`src/erbf_pkg.sv`:
```
// ----------------------------------------------------------------------------
// erbf_pkg
// Shared types, register indexes, reset values and saturating helpers for the
// event-rate bias feedback core.
// ----------------------------------------------------------------------------
package erbf_pkg;

    // configuration register indexes
    localparam logic [2:0] CFG_RATE_LOW   = 3'd0;
    localparam logic [2:0] CFG_RATE_HIGH  = 3'd1;
    localparam logic [2:0] CFG_FIRE_MAX   = 3'd2;
    localparam logic [2:0] CFG_FIRE_MIN   = 3'd3;
    localparam logic [2:0] CFG_HOLD_COUNT = 3'd4;
    localparam logic [2:0] CFG_BIAS_STEP  = 3'd5;

    localparam int CFG_IDX_W  = 3;
    localparam int CFG_DATA_W = 24;
    localparam int RATE_W     = 24;
    localparam int BIAS_W     = 8;
    localparam int HOLD_W     = 4;
    localparam int UPD_W      = 2;

    // register reset values
    localparam logic [23:0] RST_RATE_LOW   = 24'd500000;
    localparam logic [23:0] RST_RATE_HIGH  = 24'd2500000;
    localparam logic [7:0]  RST_FIRE_MAX   = 8'd255;
    localparam logic [7:0]  RST_FIRE_MIN   = 8'd0;
    localparam logic [3:0]  RST_HOLD_COUNT = 4'd2;
    localparam logic [7:0]  RST_BIAS_STEP  = 8'd5;

    // bias reset values
    localparam logic [7:0] RST_PHOTO  = 8'd119;
    localparam logic [7:0] RST_FOLLOW = 8'd32;
    localparam logic [7:0] RST_ON_TH  = 8'd63;
    localparam logic [7:0] RST_OFF_TH = 8'd168;

    // bias update codes
    localparam logic [1:0] UPD_NONE = 2'd0;
    localparam logic [1:0] UPD_LOW  = 2'd1;
    localparam logic [1:0] UPD_HIGH = 2'd2;

    // quotient bits resolved by the divider; larger quotients saturate
    localparam int DIV_STEPS = 9;
    localparam int DIV_CNT_W = $clog2(DIV_STEPS);

    typedef enum logic [2:0] {
        S_IDLE,
        S_PREP,
        S_MUL_A,
        S_MUL_B,
        S_SUB,
        S_CHK,
        S_DIV,
        S_FIN
    } t_state;

    typedef struct packed {
        logic load;
        logic prep;
        logic mul_a;
        logic mul_b;
        logic sub;
        logic chk;
        logic div;
        logic fin;
    } t_ctrl_cmd;

    typedef struct packed {
        logic out_free;
    } t_ctrl_sts;

    function automatic logic [7:0] sat_add(input logic [7:0] a, input logic [7:0] b);
        logic [8:0] s;
        s = {1'b0, a} + {1'b0, b};
        return s[8] ? 8'hFF : s[7:0];
    endfunction

    function automatic logic [7:0] sat_sub(input logic [7:0] a, input logic [7:0] b);
        return (b > a) ? 8'h00 : (a - b);
    endfunction

endpackage

```
`src/event_rate_bias_feedback_core.sv`:
```
// ----------------------------------------------------------------------------
// event_rate_bias_feedback_core
// Maps a measured event rate onto a clamped refractory bias setting and steps
// four sensor bias values after runs of results pinned at either clamp.
// ----------------------------------------------------------------------------
//
//  channel  | handshake                  | payload
//  ---------+----------------------------+---------------------------------
//  input    | i_in_valid / o_in_stall    | i_event_rate
//  result   | o_out_valid / i_out_stall  | o_refractory_setting,
//           |                            | o_bias_update, four bias values
//  config   | i_cfg_we                   | i_cfg_idx, i_cfg_data
//
//  Steps, set by the sequencer: one prepare step, two multiply steps, a
//  subtract, a range check, nine restoring-divide steps and a final
//  clamp/update step; the result register is loaded at the final step.
//  Reset: synchronous, active low; config returns to its defaults, biases to
//  119/32/63/168, run counters to zero. No memories, no clearing pass.
//  Stalls: the result sits in its own register, so a stalled result only
//  holds the sequencer at its last step; the next word is taken on return
//  to idle.
//
module event_rate_bias_feedback_core (
    input  logic        i_clk,
    input  logic        i_rst_n,
    // config write port
    input  logic        i_cfg_we,
    input  logic [2:0]  i_cfg_idx,
    input  logic [23:0] i_cfg_data,
    // input channel
    input  logic        i_in_valid,
    output logic        o_in_stall,
    input  logic [23:0] i_event_rate,
    // result channel
    output logic        o_out_valid,
    input  logic        i_out_stall,
    output logic [7:0]  o_refractory_setting,
    output logic [1:0]  o_bias_update,
    output logic [7:0]  o_photoreceptor_bias,
    output logic [7:0]  o_follower_bias,
    output logic [7:0]  o_on_threshold_bias,
    output logic [7:0]  o_off_threshold_bias
);

    // sequencer commands and datapath status
    erbf_pkg::t_ctrl_cmd w_cmd;
    erbf_pkg::t_ctrl_sts w_sts;

    erbf_ctrl u_ctrl (
        .i_clk      (i_clk),
        .i_rst_n    (i_rst_n),
        .i_in_valid (i_in_valid),
        .o_in_stall (o_in_stall),
        .i_sts      (w_sts),
        .o_cmd      (w_cmd)
    );

    // setting = trunc((fmax*den - (fmax-fmin)*(rate-lo)) / den), den = hi-lo,
    // then clamped to fire_max, then to fire_min; if hi <= lo: fire_max below lo, else fire_min
    erbf_dpath u_dpath (
        .i_clk                (i_clk),
        .i_rst_n              (i_rst_n),
        .i_cfg_we             (i_cfg_we),
        .i_cfg_idx            (i_cfg_idx),
        .i_cfg_data           (i_cfg_data),
        .i_event_rate         (i_event_rate),
        .i_cmd                (w_cmd),
        .o_sts                (w_sts),
        .i_out_stall          (i_out_stall),
        .o_out_valid          (o_out_valid),
        .o_refractory_setting (o_refractory_setting),
        .o_bias_update        (o_bias_update),
        .o_photoreceptor_bias (o_photoreceptor_bias),
        .o_follower_bias      (o_follower_bias),
        .o_on_threshold_bias  (o_on_threshold_bias),
        .o_off_threshold_bias (o_off_threshold_bias)
    );

endmodule

```
`src/erbf_ctrl.sv`:
```
// ----------------------------------------------------------------------------
// erbf_ctrl
// Sequencer: walks each word through prepare, two multiplies, subtract,
// range check, nine divide steps and the final clamp/update.
// ----------------------------------------------------------------------------
module erbf_ctrl (
    input  logic                  i_clk,
    input  logic                  i_rst_n,
    input  logic                  i_in_valid,
    output logic                  o_in_stall,
    input  erbf_pkg::t_ctrl_sts   i_sts,
    output erbf_pkg::t_ctrl_cmd   o_cmd
);

    erbf_pkg::t_state r_state, n_state;
    logic [erbf_pkg::DIV_CNT_W-1:0] r_div_cnt, n_div_cnt;

    always_ff @(posedge i_clk) begin
        if (!i_rst_n) begin
            r_state   <= erbf_pkg::S_IDLE;
            r_div_cnt <= '0;
        end else begin
            r_state   <= n_state;
            r_div_cnt <= n_div_cnt;
        end
    end

    always_comb begin
        n_state    = r_state;
        n_div_cnt  = r_div_cnt;
        o_cmd      = '0;
        o_in_stall = (r_state != erbf_pkg::S_IDLE);
        case (r_state)
            erbf_pkg::S_IDLE: begin
                if (i_in_valid) begin
                    o_cmd.load = 1'b1;
                    n_state    = erbf_pkg::S_PREP;
                end
            end
            erbf_pkg::S_PREP: begin
                o_cmd.prep = 1'b1;
                n_state    = erbf_pkg::S_MUL_A;
            end
            erbf_pkg::S_MUL_A: begin
                o_cmd.mul_a = 1'b1;
                n_state     = erbf_pkg::S_MUL_B;
            end
            erbf_pkg::S_MUL_B: begin
                o_cmd.mul_b = 1'b1;
                n_state     = erbf_pkg::S_SUB;
            end
            erbf_pkg::S_SUB: begin
                o_cmd.sub = 1'b1;
                n_state   = erbf_pkg::S_CHK;
            end
            erbf_pkg::S_CHK: begin
                o_cmd.chk = 1'b1;
                n_div_cnt = '0;
                n_state   = erbf_pkg::S_DIV;
            end
            erbf_pkg::S_DIV: begin
                o_cmd.div = 1'b1;
                if (r_div_cnt == erbf_pkg::DIV_CNT_W'(erbf_pkg::DIV_STEPS - 1)) begin
                    n_state = erbf_pkg::S_FIN;
                end else begin
                    n_div_cnt = r_div_cnt + 1'b1;
                end
            end
            erbf_pkg::S_FIN: begin
                // wait here while the previous result is still held
                if (i_sts.out_free) begin
                    o_cmd.fin = 1'b1;
                    n_state   = erbf_pkg::S_IDLE;
                end
            end
            default: begin
                n_state = erbf_pkg::S_IDLE;
            end
        endcase
    end

endmodule

```
`src/erbf_dpath.sv`:
```
// ----------------------------------------------------------------------------
// erbf_dpath
// Datapath: config registers, rate mapping arithmetic, restoring divider,
// clamp, run counters, bias levels and the output register.
// ----------------------------------------------------------------------------
module erbf_dpath (
    input  logic                  i_clk,
    input  logic                  i_rst_n,
    input  logic                  i_cfg_we,
    input  logic [2:0]            i_cfg_idx,
    input  logic [23:0]           i_cfg_data,
    input  logic [23:0]           i_event_rate,
    input  erbf_pkg::t_ctrl_cmd   i_cmd,
    output erbf_pkg::t_ctrl_sts   o_sts,
    input  logic                  i_out_stall,
    output logic                  o_out_valid,
    output logic [7:0]            o_refractory_setting,
    output logic [1:0]            o_bias_update,
    output logic [7:0]            o_photoreceptor_bias,
    output logic [7:0]            o_follower_bias,
    output logic [7:0]            o_on_threshold_bias,
    output logic [7:0]            o_off_threshold_bias
);

    // configuration
    logic [23:0] r_rate_low, r_rate_high;
    logic [7:0]  r_fire_max, r_fire_min, r_bias_step;
    logic [3:0]  r_hold_count;

    always_ff @(posedge i_clk) begin
        if (!i_rst_n) begin
            r_rate_low   <= erbf_pkg::RST_RATE_LOW;
            r_rate_high  <= erbf_pkg::RST_RATE_HIGH;
            r_fire_max   <= erbf_pkg::RST_FIRE_MAX;
            r_fire_min   <= erbf_pkg::RST_FIRE_MIN;
            r_hold_count <= erbf_pkg::RST_HOLD_COUNT;
            r_bias_step  <= erbf_pkg::RST_BIAS_STEP;
        end else if (i_cfg_we) begin
            case (i_cfg_idx)
                erbf_pkg::CFG_RATE_LOW:   r_rate_low   <= i_cfg_data;
                erbf_pkg::CFG_RATE_HIGH:  r_rate_high  <= i_cfg_data;
                erbf_pkg::CFG_FIRE_MAX:   r_fire_max   <= i_cfg_data[7:0];
                erbf_pkg::CFG_FIRE_MIN:   r_fire_min   <= i_cfg_data[7:0];
                erbf_pkg::CFG_HOLD_COUNT: r_hold_count <= i_cfg_data[3:0];
                erbf_pkg::CFG_BIAS_STEP:  r_bias_step  <= i_cfg_data[7:0];
                default: begin
                end
            endcase
        end
    end

    // arithmetic pipeline registers (payload, no reset)
    logic [23:0]        r_rate;
    logic [23:0]        r_den;
    logic               r_empty, r_below;
    logic signed [24:0] r_d;
    logic signed [8:0]  r_fd;
    logic [31:0]        r_prod_a;
    logic signed [33:0] r_prod_b;
    logic               r_neg;
    logic [32:0]        r_mag;
    logic               r_sat;
    logic [24:0]        r_rem;
    logic [8:0]         r_low;
    logic [8:0]         r_quo;

    logic signed [34:0] w_num;
    logic signed [34:0] w_num_neg;
    logic [24:0]        w_trial;
    logic [25:0]        w_diff;
    logic               w_ge;

    assign w_num     = $signed({3'b000, r_prod_a}) - $signed({r_prod_b[33], r_prod_b});
    assign w_num_neg = 35'sd0 - w_num;
    assign w_trial   = {r_rem[23:0], r_low[8]};
    assign w_diff    = {1'b0, w_trial} - {2'b00, r_den};
    assign w_ge      = !w_diff[25];

    always_ff @(posedge i_clk) begin
        if (i_cmd.load) begin
            r_rate <= i_event_rate;
        end
        if (i_cmd.prep) begin
            r_den   <= r_rate_high - r_rate_low;
            r_empty <= !(r_rate_high > r_rate_low);
            r_below <= (r_rate < r_rate_low);
            r_d     <= $signed({1'b0, r_rate}) - $signed({1'b0, r_rate_low});
            r_fd    <= $signed({1'b0, r_fire_max}) - $signed({1'b0, r_fire_min});
        end
        if (i_cmd.mul_a) begin
            r_prod_a <= r_fire_max * r_den;
        end
        if (i_cmd.mul_b) begin
            r_prod_b <= r_fd * r_d;
        end
        if (i_cmd.sub) begin
            r_neg <= w_num[34];
            r_mag <= w_num[34] ? w_num_neg[32:0] : w_num[32:0];
        end
        if (i_cmd.chk) begin
            // quotient of 512 or more only ever clamps, so it saturates
            r_sat <= (r_mag >= {r_den, 9'd0});
            r_rem <= {1'b0, r_mag[32:9]};
            r_low <= r_mag[8:0];
            r_quo <= '0;
        end
        if (i_cmd.div) begin
            r_rem <= w_ge ? w_diff[24:0] : w_trial;
            r_low <= {r_low[7:0], 1'b0};
            r_quo <= {r_quo[7:0], w_ge};
        end
    end

    // mapping, clamp and pinning
    logic [8:0]        w_q;
    logic signed [9:0] w_qs, w_map, w_v1, w_v2, w_fmax_s, w_fmin_s;
    logic              w_pin_hi, w_pin_lo;
    logic [3:0]        w_c_hi, w_c_lo;
    logic              w_step_hi, w_step_lo;

    assign w_q       = r_sat ? 9'h1FF : r_quo;
    assign w_qs      = r_neg ? $signed(10'd0 - {1'b0, w_q}) : $signed({1'b0, w_q});
    assign w_fmax_s  = $signed({2'b00, r_fire_max});
    assign w_fmin_s  = $signed({2'b00, r_fire_min});
    assign w_map     = r_empty ? (r_below ? w_fmax_s : w_fmin_s) : w_qs;
    assign w_v1      = (w_map > w_fmax_s) ? w_fmax_s : w_map;
    assign w_v2      = (w_v1 < w_fmin_s) ? w_fmin_s : w_v1;
    assign w_pin_hi  = (w_v2 == w_fmax_s);
    assign w_pin_lo  = !w_pin_hi && (w_v2 == w_fmin_s);

    // run state and bias levels
    logic [3:0] r_hi_run, r_lo_run, n_hi_run, n_lo_run;
    logic [7:0] r_photo, r_follow, r_on_th, r_off_th;
    logic [7:0] n_photo, n_follow, n_on_th, n_off_th;
    logic [1:0] n_update;

    assign w_c_hi    = r_hi_run + 4'd1;
    assign w_c_lo    = r_lo_run + 4'd1;
    assign w_step_hi = (w_c_hi >= r_hold_count);
    assign w_step_lo = (w_c_lo >= r_hold_count);

    always_comb begin
        n_hi_run = r_hi_run;
        n_lo_run = r_lo_run;
        n_photo  = r_photo;
        n_follow = r_follow;
        n_on_th  = r_on_th;
        n_off_th = r_off_th;
        n_update = erbf_pkg::UPD_NONE;
        if (w_pin_hi) begin
            n_hi_run = w_step_hi ? 4'd0 : w_c_hi;
            if (w_step_hi) begin
                n_photo  = erbf_pkg::sat_add(r_photo, r_bias_step);
                n_follow = erbf_pkg::sat_add(r_follow, r_bias_step);
                n_on_th  = erbf_pkg::sat_sub(r_on_th, r_bias_step);
                n_off_th = erbf_pkg::sat_add(r_off_th, r_bias_step);
                n_update = erbf_pkg::UPD_LOW;
            end
        end else if (w_pin_lo) begin
            n_lo_run = w_step_lo ? 4'd0 : w_c_lo;
            if (w_step_lo) begin
                n_photo  = erbf_pkg::sat_sub(r_photo, r_bias_step);
                n_follow = erbf_pkg::sat_sub(r_follow, r_bias_step);
                n_on_th  = erbf_pkg::sat_add(r_on_th, r_bias_step);
                n_off_th = erbf_pkg::sat_sub(r_off_th, r_bias_step);
                n_update = erbf_pkg::UPD_HIGH;
            end
        end else begin
            n_hi_run = '0;
            n_lo_run = '0;
        end
    end

    always_ff @(posedge i_clk) begin
        if (!i_rst_n) begin
            r_hi_run <= '0;
            r_lo_run <= '0;
            r_photo  <= erbf_pkg::RST_PHOTO;
            r_follow <= erbf_pkg::RST_FOLLOW;
            r_on_th  <= erbf_pkg::RST_ON_TH;
            r_off_th <= erbf_pkg::RST_OFF_TH;
        end else if (i_cmd.fin) begin
            r_hi_run <= n_hi_run;
            r_lo_run <= n_lo_run;
            r_photo  <= n_photo;
            r_follow <= n_follow;
            r_on_th  <= n_on_th;
            r_off_th <= n_off_th;
        end
    end

    // output register
    logic       r_out_valid;
    logic [7:0] r_out_setting;
    logic [1:0] r_out_update;
    logic [7:0] r_out_photo, r_out_follow, r_out_on_th, r_out_off_th;

    always_ff @(posedge i_clk) begin
        if (!i_rst_n) begin
            r_out_valid <= 1'b0;
        end else if (i_cmd.fin) begin
            r_out_valid <= 1'b1;
        end else if (!i_out_stall) begin
            r_out_valid <= 1'b0;
        end
    end

    always_ff @(posedge i_clk) begin
        if (i_cmd.fin) begin
            r_out_setting <= w_v2[7:0];
            r_out_update  <= n_update;
            r_out_photo   <= n_photo;
            r_out_follow  <= n_follow;
            r_out_on_th   <= n_on_th;
            r_out_off_th  <= n_off_th;
        end
    end

    assign o_sts.out_free       = !r_out_valid || !i_out_stall;
    assign o_out_valid          = r_out_valid;
    assign o_refractory_setting = r_out_setting;
    assign o_bias_update        = r_out_update;
    assign o_photoreceptor_bias = r_out_photo;
    assign o_follower_bias      = r_out_follow;
    assign o_on_threshold_bias  = r_out_on_th;
    assign o_off_threshold_bias = r_out_off_th;

endmodule

```
`config.mk`:
```
export PLATFORM = sky130hd
export DESIGN_NAME = event_rate_bias_feedback_core
export DESIGN_NICKNAME = d
export VERILOG_FILES = /design/src/erbf_pkg.sv /design/src/event_rate_bias_feedback_core.sv /design/src/erbf_ctrl.sv /design/src/erbf_dpath.sv
export SDC_FILE = /design/constraint.sdc
export NUM_CORES = 2
export LEC_CHECK = 0
export BUFFER_PORTS_ARGS = -buffer_cell sky130_fd_sc_hd__buf_2
export CORE_ASPECT_RATIO = 0.6
export CORE_MARGIN = 2
export CORE_UTILIZATION = 23
export DETAILED_ROUTE_END_ITERATION = 8
export GPL_TIMING_DRIVEN = 0
export MAX_ROUTING_LAYER = met4
export PLACE_DENSITY_LB_ADDON = 0.05
export SETUP_SLACK_MARGIN = 0.15
export SKIP_CTS_REPAIR_TIMING = 1
export SYNTH_ARGS = -nofsm -noshare
export SYNTH_HDL_FRONTEND = slang
export SYNTH_SLANG_ARGS = --single-unit
```
`constraint.sdc`:
```
create_clock -name i_clk -period 16 [get_ports i_clk]
set_clock_uncertainty 0.2 [all_clocks]
set_input_delay 3.2 -clock i_clk [delete_from_list [all_inputs] [get_ports i_clk]]
set_output_delay 3.2 -clock i_clk [all_outputs]
set_load 0.01 [all_outputs]
```
After elaboration in Yosys (flattened, before gate mapping)
Index checks and enable logic that the tools add are counted.

storage, ports and cells
  bits in registers = 393
  output and inout port bits = 44

cells by class
  $add $sub $neg = 18
  multipliers = 2
  order comparisons = 11
  equal/unequal tests = 21
  muxes and demuxes = 65
  bitwise gates (word level) = 1
  reductions and logical operators = 22

operators by type and width
  operator                                                             number
  8-bit two-way mux                                                    25
  24-bit two-way mux                                                   3
  9-bit two-way mux                                                    5
  10-bit two-way mux                                                   4
  8-bit by 8-bit adder with 9-bit output                               4
  33-bit by 34-bit subtractor with 35-bit output                       1
  9-bit by 25-bit multiplier with 34-bit output                        1
  33-bit greater-or-equal comparator                                   1
  33-bit two-way mux                                                   1
  1-bit by 33-bit subtractor with 33-bit output, first input constant  1
  8-bit > comparator                                                   4
  8-bit by 24-bit multiplier with 32-bit output                        1
  8-bit subtractor                                                     4
  25-bit by 24-bit subtractor with 26-bit output                       1
  24-bit by 24-bit subtractor with 25-bit output                       1
  24-bit > comparator                                                  1
  24-bit less-than comparator                                          1
  4-bit two-way mux                                                    6
  3-bit case mux with 8 select lines                                   1
  24-bit subtractor                                                    1
  10-bit by 9-bit equality test with 1-bit output                      2
  3-bit equality test, second input constant                           6
  2-bit AND reduction                                                  9
  1-bit two-way mux                                                    13
  other kinds (22)                                                     43

Longest topological paths before layout
  depth after elaboration = 13
  depth in mapped cells = 39

By module
Synthesis repeated with hierarchy kept, for this count alone.

unflattened totals
  cells, all modules = 4078
  area total of the unflattened synthesis = 37621.1 um^2

by module, submodules not included
  module      instances  cells an instance  area each (um^2)  sequential area each (um^2)
  erbf_dpath  1          4019               37150.6           10410.0
  erbf_ctrl   1          59                 470.5             140.1

Worst setup path before layout
OpenSTA, ideal clock, no wires.

  path kind = flip-flop to flip-flop
  start = reg u_dpath.r_sat
  end = reg u_dpath.r_out_photo[4], in the netlist u_dpath.o_photoreceptor_bias[4], data pin
  library setup time = 0.258 ns
  arrival time = 6.456 ns
  required time = 15.542 ns
  path slack = 9.086 ns
  cell stages (with the launch flop) = 39
  cell sequence = edfxtp_1 -> buf_6 -> clkbuf_1 -> nor2_1 -> ha_1 -> nor3b_1 -> or3_1 -> a21oi_1 -> o31a_1 -> ha_1 -> nand3_1 -> nor2_1 -> a21oi_1 -> o21ai_1 -> a21o_1 -> buf_6 -> buf_6 -> a21o_1 -> [3 not listed] -> a31oi_1 -> o21a_1 -> ha_1 -> inv_1 -> clkbuf_1 -> nor2_1 -> o21ai_0 -> o2111ai_1 -> a2111o_1 -> a2111oi_2 -> a32o_1 -> buf_6 -> inv_2 -> nand2_2 -> inv_2 -> buf_2 -> a31oi_1 -> nand2_1

between the ends
  cells in the longest elaborated chain, start to end = 13
  elaborated cells on any way between the ends = 14

ends and longest elaborated chain
  what                                                    RTL line           source
  start: declaration                                      erbf_dpath.sv:62   logic r_sat;
  start signal: assignment                                erbf_dpath.sv:102  r_sat <= (r_mag >= {r_den, 9'd0});
  9-bit two-way mux *                                     erbf_dpath.sv:121  assign w_q = r_sat ? 9'h1FF : r_quo;
  1-bit by 9-bit subtractor with 10-bit output            erbf_dpath.sv:122  assign w_qs = r_neg ? $signed(10'd0 - {1'b0, w_q}) : $signed({1'b0, w_q});
  10-bit two-way mux *                                    erbf_dpath.sv:122
  10-bit two-way mux *                                    erbf_dpath.sv:125  assign w_map = r_empty ? (r_below ? w_fmax_s : w_fmin_s) : w_qs;
  10-bit by 9-bit > comparator with 1-bit output          erbf_dpath.sv:126  assign w_v1 = (w_map > w_fmax_s) ? w_fmax_s : w_map;
  10-bit two-way mux *                                    erbf_dpath.sv:126
  10-bit by 9-bit less-than comparator with 1-bit output  erbf_dpath.sv:127  assign w_v2 = (w_v1 < w_fmin_s) ? w_fmin_s : w_v1;
  10-bit two-way mux *                                    erbf_dpath.sv:127
  10-bit by 9-bit equality test with 1-bit output         erbf_dpath.sv:128  assign w_pin_hi = (w_v2 == w_fmax_s);
  1-bit logical NOT                                       erbf_dpath.sv:129  assign w_pin_lo = !w_pin_hi && (w_v2 == w_fmin_s);
  1-bit logical AND                                       erbf_dpath.sv:129
  8-bit two-way mux                                       erbf_dpath.sv:159  end else if (w_pin_lo) begin
  8-bit two-way mux *                                     erbf_dpath.sv:150  if (w_pin_hi) begin
  named net u_dpath.n_photo[4]                            erbf_dpath.sv:134  logic [7:0] n_photo, n_follow, n_on_th, n_off_th;
  end signal: assignment                                  erbf_dpath.sv:212  r_out_photo <= n_photo;
  end: declaration                                        erbf_dpath.sv:196  logic [7:0] r_out_photo, r_out_follow, r_out_on_th, r_out_off_th;

Mark *: on every way through the listed nets, which the timed path passes. The rest lies on a longest branch.
A chain may end at the register's enable or synchronous reset.

Worst setup path after layout
  start = reg u_dpath.r_sat
  end = reg u_dpath.r_hi_run[2]

between the ends
  cells in the longest elaborated chain, start to end = 13
  elaborated cells on any way between the ends = 15

ends and longest elaborated chain
  what                                                        RTL line           source
  9-bit two-way mux *                                         erbf_dpath.sv:121
  1-bit by 9-bit subtractor with 10-bit output                erbf_dpath.sv:122
  10-bit two-way mux *                                        erbf_dpath.sv:122
  10-bit two-way mux *                                        erbf_dpath.sv:125
  10-bit by 9-bit > comparator with 1-bit output              erbf_dpath.sv:126
  10-bit two-way mux *                                        erbf_dpath.sv:126
  10-bit by 9-bit less-than comparator with 1-bit output      erbf_dpath.sv:127
  10-bit two-way mux *                                        erbf_dpath.sv:127
  10-bit by 9-bit equality test with 1-bit output             erbf_dpath.sv:128
  1-bit logical NOT                                           erbf_dpath.sv:129
  1-bit logical AND                                           erbf_dpath.sv:129
  2-bit by 1-bit inequality test with 1-bit output (no line)  --
  2-bit AND reduction (no line)                               --
  end signal: assignment                                      erbf_dpath.sv:183  r_hi_run <= n_hi_run;
  end: declaration                                            erbf_dpath.sv:132  logic [3:0] r_hi_run, r_lo_run, n_hi_run, n_lo_run;

Mark *: on every way between the ends. The rest lies on a longest branch, timed or not.

==> results by group <==
Detailed routing
  • Antenna viol nets, final: 0
  • Routed via count: 30800
  • Drt drc: 0
  • Drt first pass iters: 6
  • Routed WL per cell: 23.7 µm
  • Vias/cell: 4.66
  • Total wire length: 156 mm
  • First DRT Iteration DRCs: 2654

GRT
  • Congestion Overflow GR: 0
  • Initial antenna violation count: 21
  • Largest net degree at the start of global routing: 52
  • Vias in the first global route: 29700
  • Tot GR Track Use: 18.7%
  • First-pass GRT wire length: 223 mm

Worst hold path
  • Hold-critical path depth: 2
  • WHS Endpoint: u_dpath.r_rate_low[12]$_SDFFE_PN0P_
  • Min-delay worst type: reg2reg
  • Hold_sp: u_dpath.r_rate_low[12]$_SDFFE_PN0P_

Flow run
  • Max Cap Viol: 1

Layout
  • Layout net count: 5079
  • Area grow syn2layout: 13.8%
  • Footprint of the multi-input gates: 25200 µm²
  • FF/Latch Area: 10600 µm²
  • Layout cells sized above 1: 6.12%
  • Fill cell count: 17800

Yosys
  • Yosys top cell area share: 21.1%
  • Post-synth net total: 4921
  • Top_reg_cell synth: edfxtp_1
  • EDFF count, synth: 268
  • Cell variety after synth: 99
  • Post-synthesis instance area: 38200 µm²
  • Synth Instances: 4182
  • FFs w/ async S/R, synth: 0%
  • Synth warn: 0
  • Syn avg cell area: 9.14 µm²
  • Largest cells by area after synthesis: edfxtp_1, fa_1, ha_1, dfxtp_1, nand2_1
  • Top cell type by total area after synthesis: edfxtp_1
  • Register area share after synthesis: 27.6%
  • Synth Register Bits: 393

STA
  • Final Worst Setup Slack: 6.38 ns
  • Endpoints failing hold: 0
  • Slew headroom: -3.80%
  • Worst-margin pin slew: 1.56 ns
  • Period minus WS final: 9.62 ns
  • RSZ-0062 raised after global routing: no
  • Period Utilization, post-route: 60.1%
  • Setup_tns: 0 ns
  • Final Slew Violations: 6
  • Hold WS: 0.253 ns
  • Final setup vio count: 0
  • Maximum clock rate: 0.104 GHz

Worst setup path
  • Startpoint types: register
  • CP max stage delay: 1.01 ns
  • CP max FO: 10
  • CP arrival: 9.90 ns
  • Critical Path RT: 16.27 ns
  • R2R Path Start: u_dpath.r_sat$_DFFE_PP_
  • Crit Path Category: reg2reg
  • CP dominant cell by count: buf_6
  • Internal reg-to-reg setup slack: 6.38 ns
  • Worst r2r dst: u_dpath.r_hi_run[2]$_SDFFE_PN0P_
  • Worst Reg-to-Reg Cells: 36
  • Critical path endpoint category: register
  • CP max stage cell: a21oi_1

Clocking
  • Skew-Pair Late Insertion Delay: 0.66 ns
  • Clock Sinks: 393
  • CTS HTree Levels: 2
  • CTS tree: done
  • Clock slew at reported path FFs: 0.06 ns
  • CTS Buffer Depth: 3
  • Root Driver: clkbuf_16
  • Num CTS Buffers: 49

Floorplan
  • IO Pins: 100
  • Die Wd: 530 µm
  • FP Rows: 115
  • Die area: 170000 µm²
  • Vert. Die Dim: 320 µm
  • Area of the core: 164000 µm²
  • Starting Density: 23.2%

Status
  • Violated checks: capacitance limit, slew limit
  • Status: finished with violations

Placed design
  • Number of I/O port buffers: 98
  • DP HPWL: 129 mm
  • DP Worst Slack: 6.80 ns
  • RD Place Congestion: 0.886
[how the worst max path moves through the flow]
stage | end | depth (start not counted) | from | slack, ns
floorplan | u_dpath.o_photoreceptor_bias[4]$_DFFE_PP_ | 38 | u_dpath.r_sat$_DFFE_PP_ | 9.09
global placement | u_dpath.r_hi_run[2]$_SDFFE_PN0P_ | 36 | u_dpath.r_sat$_DFFE_PP_ | 6.73
detailed placement | u_dpath.r_hi_run[2]$_SDFFE_PN0P_ | 36 | u_dpath.r_sat$_DFFE_PP_ | 6.80
CTS | u_dpath.r_hi_run[2]$_SDFFE_PN0P_ | 36 | u_dpath.r_sat$_DFFE_PP_ | 6.80
global route | u_dpath.r_hi_run[2]$_SDFFE_PN0P_ | 37 | u_dpath.r_sat$_DFFE_PP_ | 5.84
finish | u_dpath.r_hi_run[2]$_SDFFE_PN0P_ | 36 | u_dpath.r_sat$_DFFE_PP_ | 6.38
[registers in the layout (all words and copies together) (netlist names), 24 cells and up]
register,flops
u_dpath.r_prod_a,32
u_dpath.r_rate_high,24
u_dpath.r_d,25
u_dpath.r_den,24
u_dpath.r_rem,24
u_dpath.r_rate,24
u_dpath.r_mag,33
u_dpath.r_prod_b,34
u_dpath.r_rate_low,24
[synthesized netlist by cell type, types with 62 or more instances]
master    number
xnor2_1      164
dfxtp_1      125
o21ai_0      139
inv_1        495
nand3_1       69
nor2_1       316
ha_1         356
edfxtp_1     268
fa_1         327
clkbuf_1     113
nor3_1        67
nand2_1      548
a21oi_1      253
and2_1       109
nand2b_1      62
[layout make-up]
class                   instances  area share, %
repair buffers                107           1.55
clock buffers                  68           3.34
well taps                    2223           6.40
multi-input cells            3146           58.0
diodes                          9         0.0518
plain buffers                 144           1.43
inverters                     499           4.31
flip-flops and latches        393           24.3
clock inverters                23          0.679
[layer usage]
| metal | global-route usage (%) | up-vias | routed length (µm) |
|---|---|---|---|
| met1 | 32.2 | 15300 | 90900 |
| met3 | 4.61 | 84 | 12400 |
| met2 | 20.8 | 862 | 51800 |
| met5 | - | - | 0 |
| met4 | 1.84 | 0 | 1330 |
| li1 | - | 14600 | - |
[cell usage in the layout, fill, tap and decap left out, types with 38 or more instances in the layout]
master / count
and2_1: 108
o21a_1: 42
a31oi_1: 50
ha_1: 356
a21o_1: 60
clkbuf_1: 118
xnor2_1: 164
o21ai_0: 139
nand3_1: 69
a21oi_1: 253
nand2b_1: 62
xor2_1: 60
clkbuf_16: 53
nor3_1: 67
nor2b_1: 48
inv_1: 495
o21bai_1: 38
fa_1: 327
edfxtp_1: 268
nor2_1: 315
buf_2: 112
nand2_1: 547
dfxtp_1: 125
[worst max-delay path: cells and delay by family (launching register included)]
| family | cells | cell delay (ns) |
|---|---|---|
| DFF | 1 | 0.34 |
| buffers and inverters | 9 | 1.77 |
| AOI/OAI and AO/OA | 18 | 5.18 |
| and+or+nand+nor | 5 | 0.75 |
| adders and majority gates | 4 | 1.17 |
[metrics by stage]
stage                     utilization (%)  instances  cell area [µm²]
after detailed placement             25.3       6511            41700
after global routing                 26.4       6605            43500
final                                26.4       6612            43500
after global placement               25.2       6503            41500
after floorplan                         -       4182            38200
after CTS                            26.4       6602            43400
[cells by family after synthesis]
family | after synthesis | share of synthesized area, %
and+or+nand+nor | 1362 | 16.5
DFF | 393 | 27.6
xor gates and xnor gates | 224 | 5.13
buffers and inverters | 643 | 6.51
muxes | 34 | 0.910
AOI/OAI and AO/OA | 843 | 14.5
adders and majority gates | 683 | 28.8
Power is not shown: default switching activity piles up to over one toggle a cycle in this logic, so the estimate is an artifact.
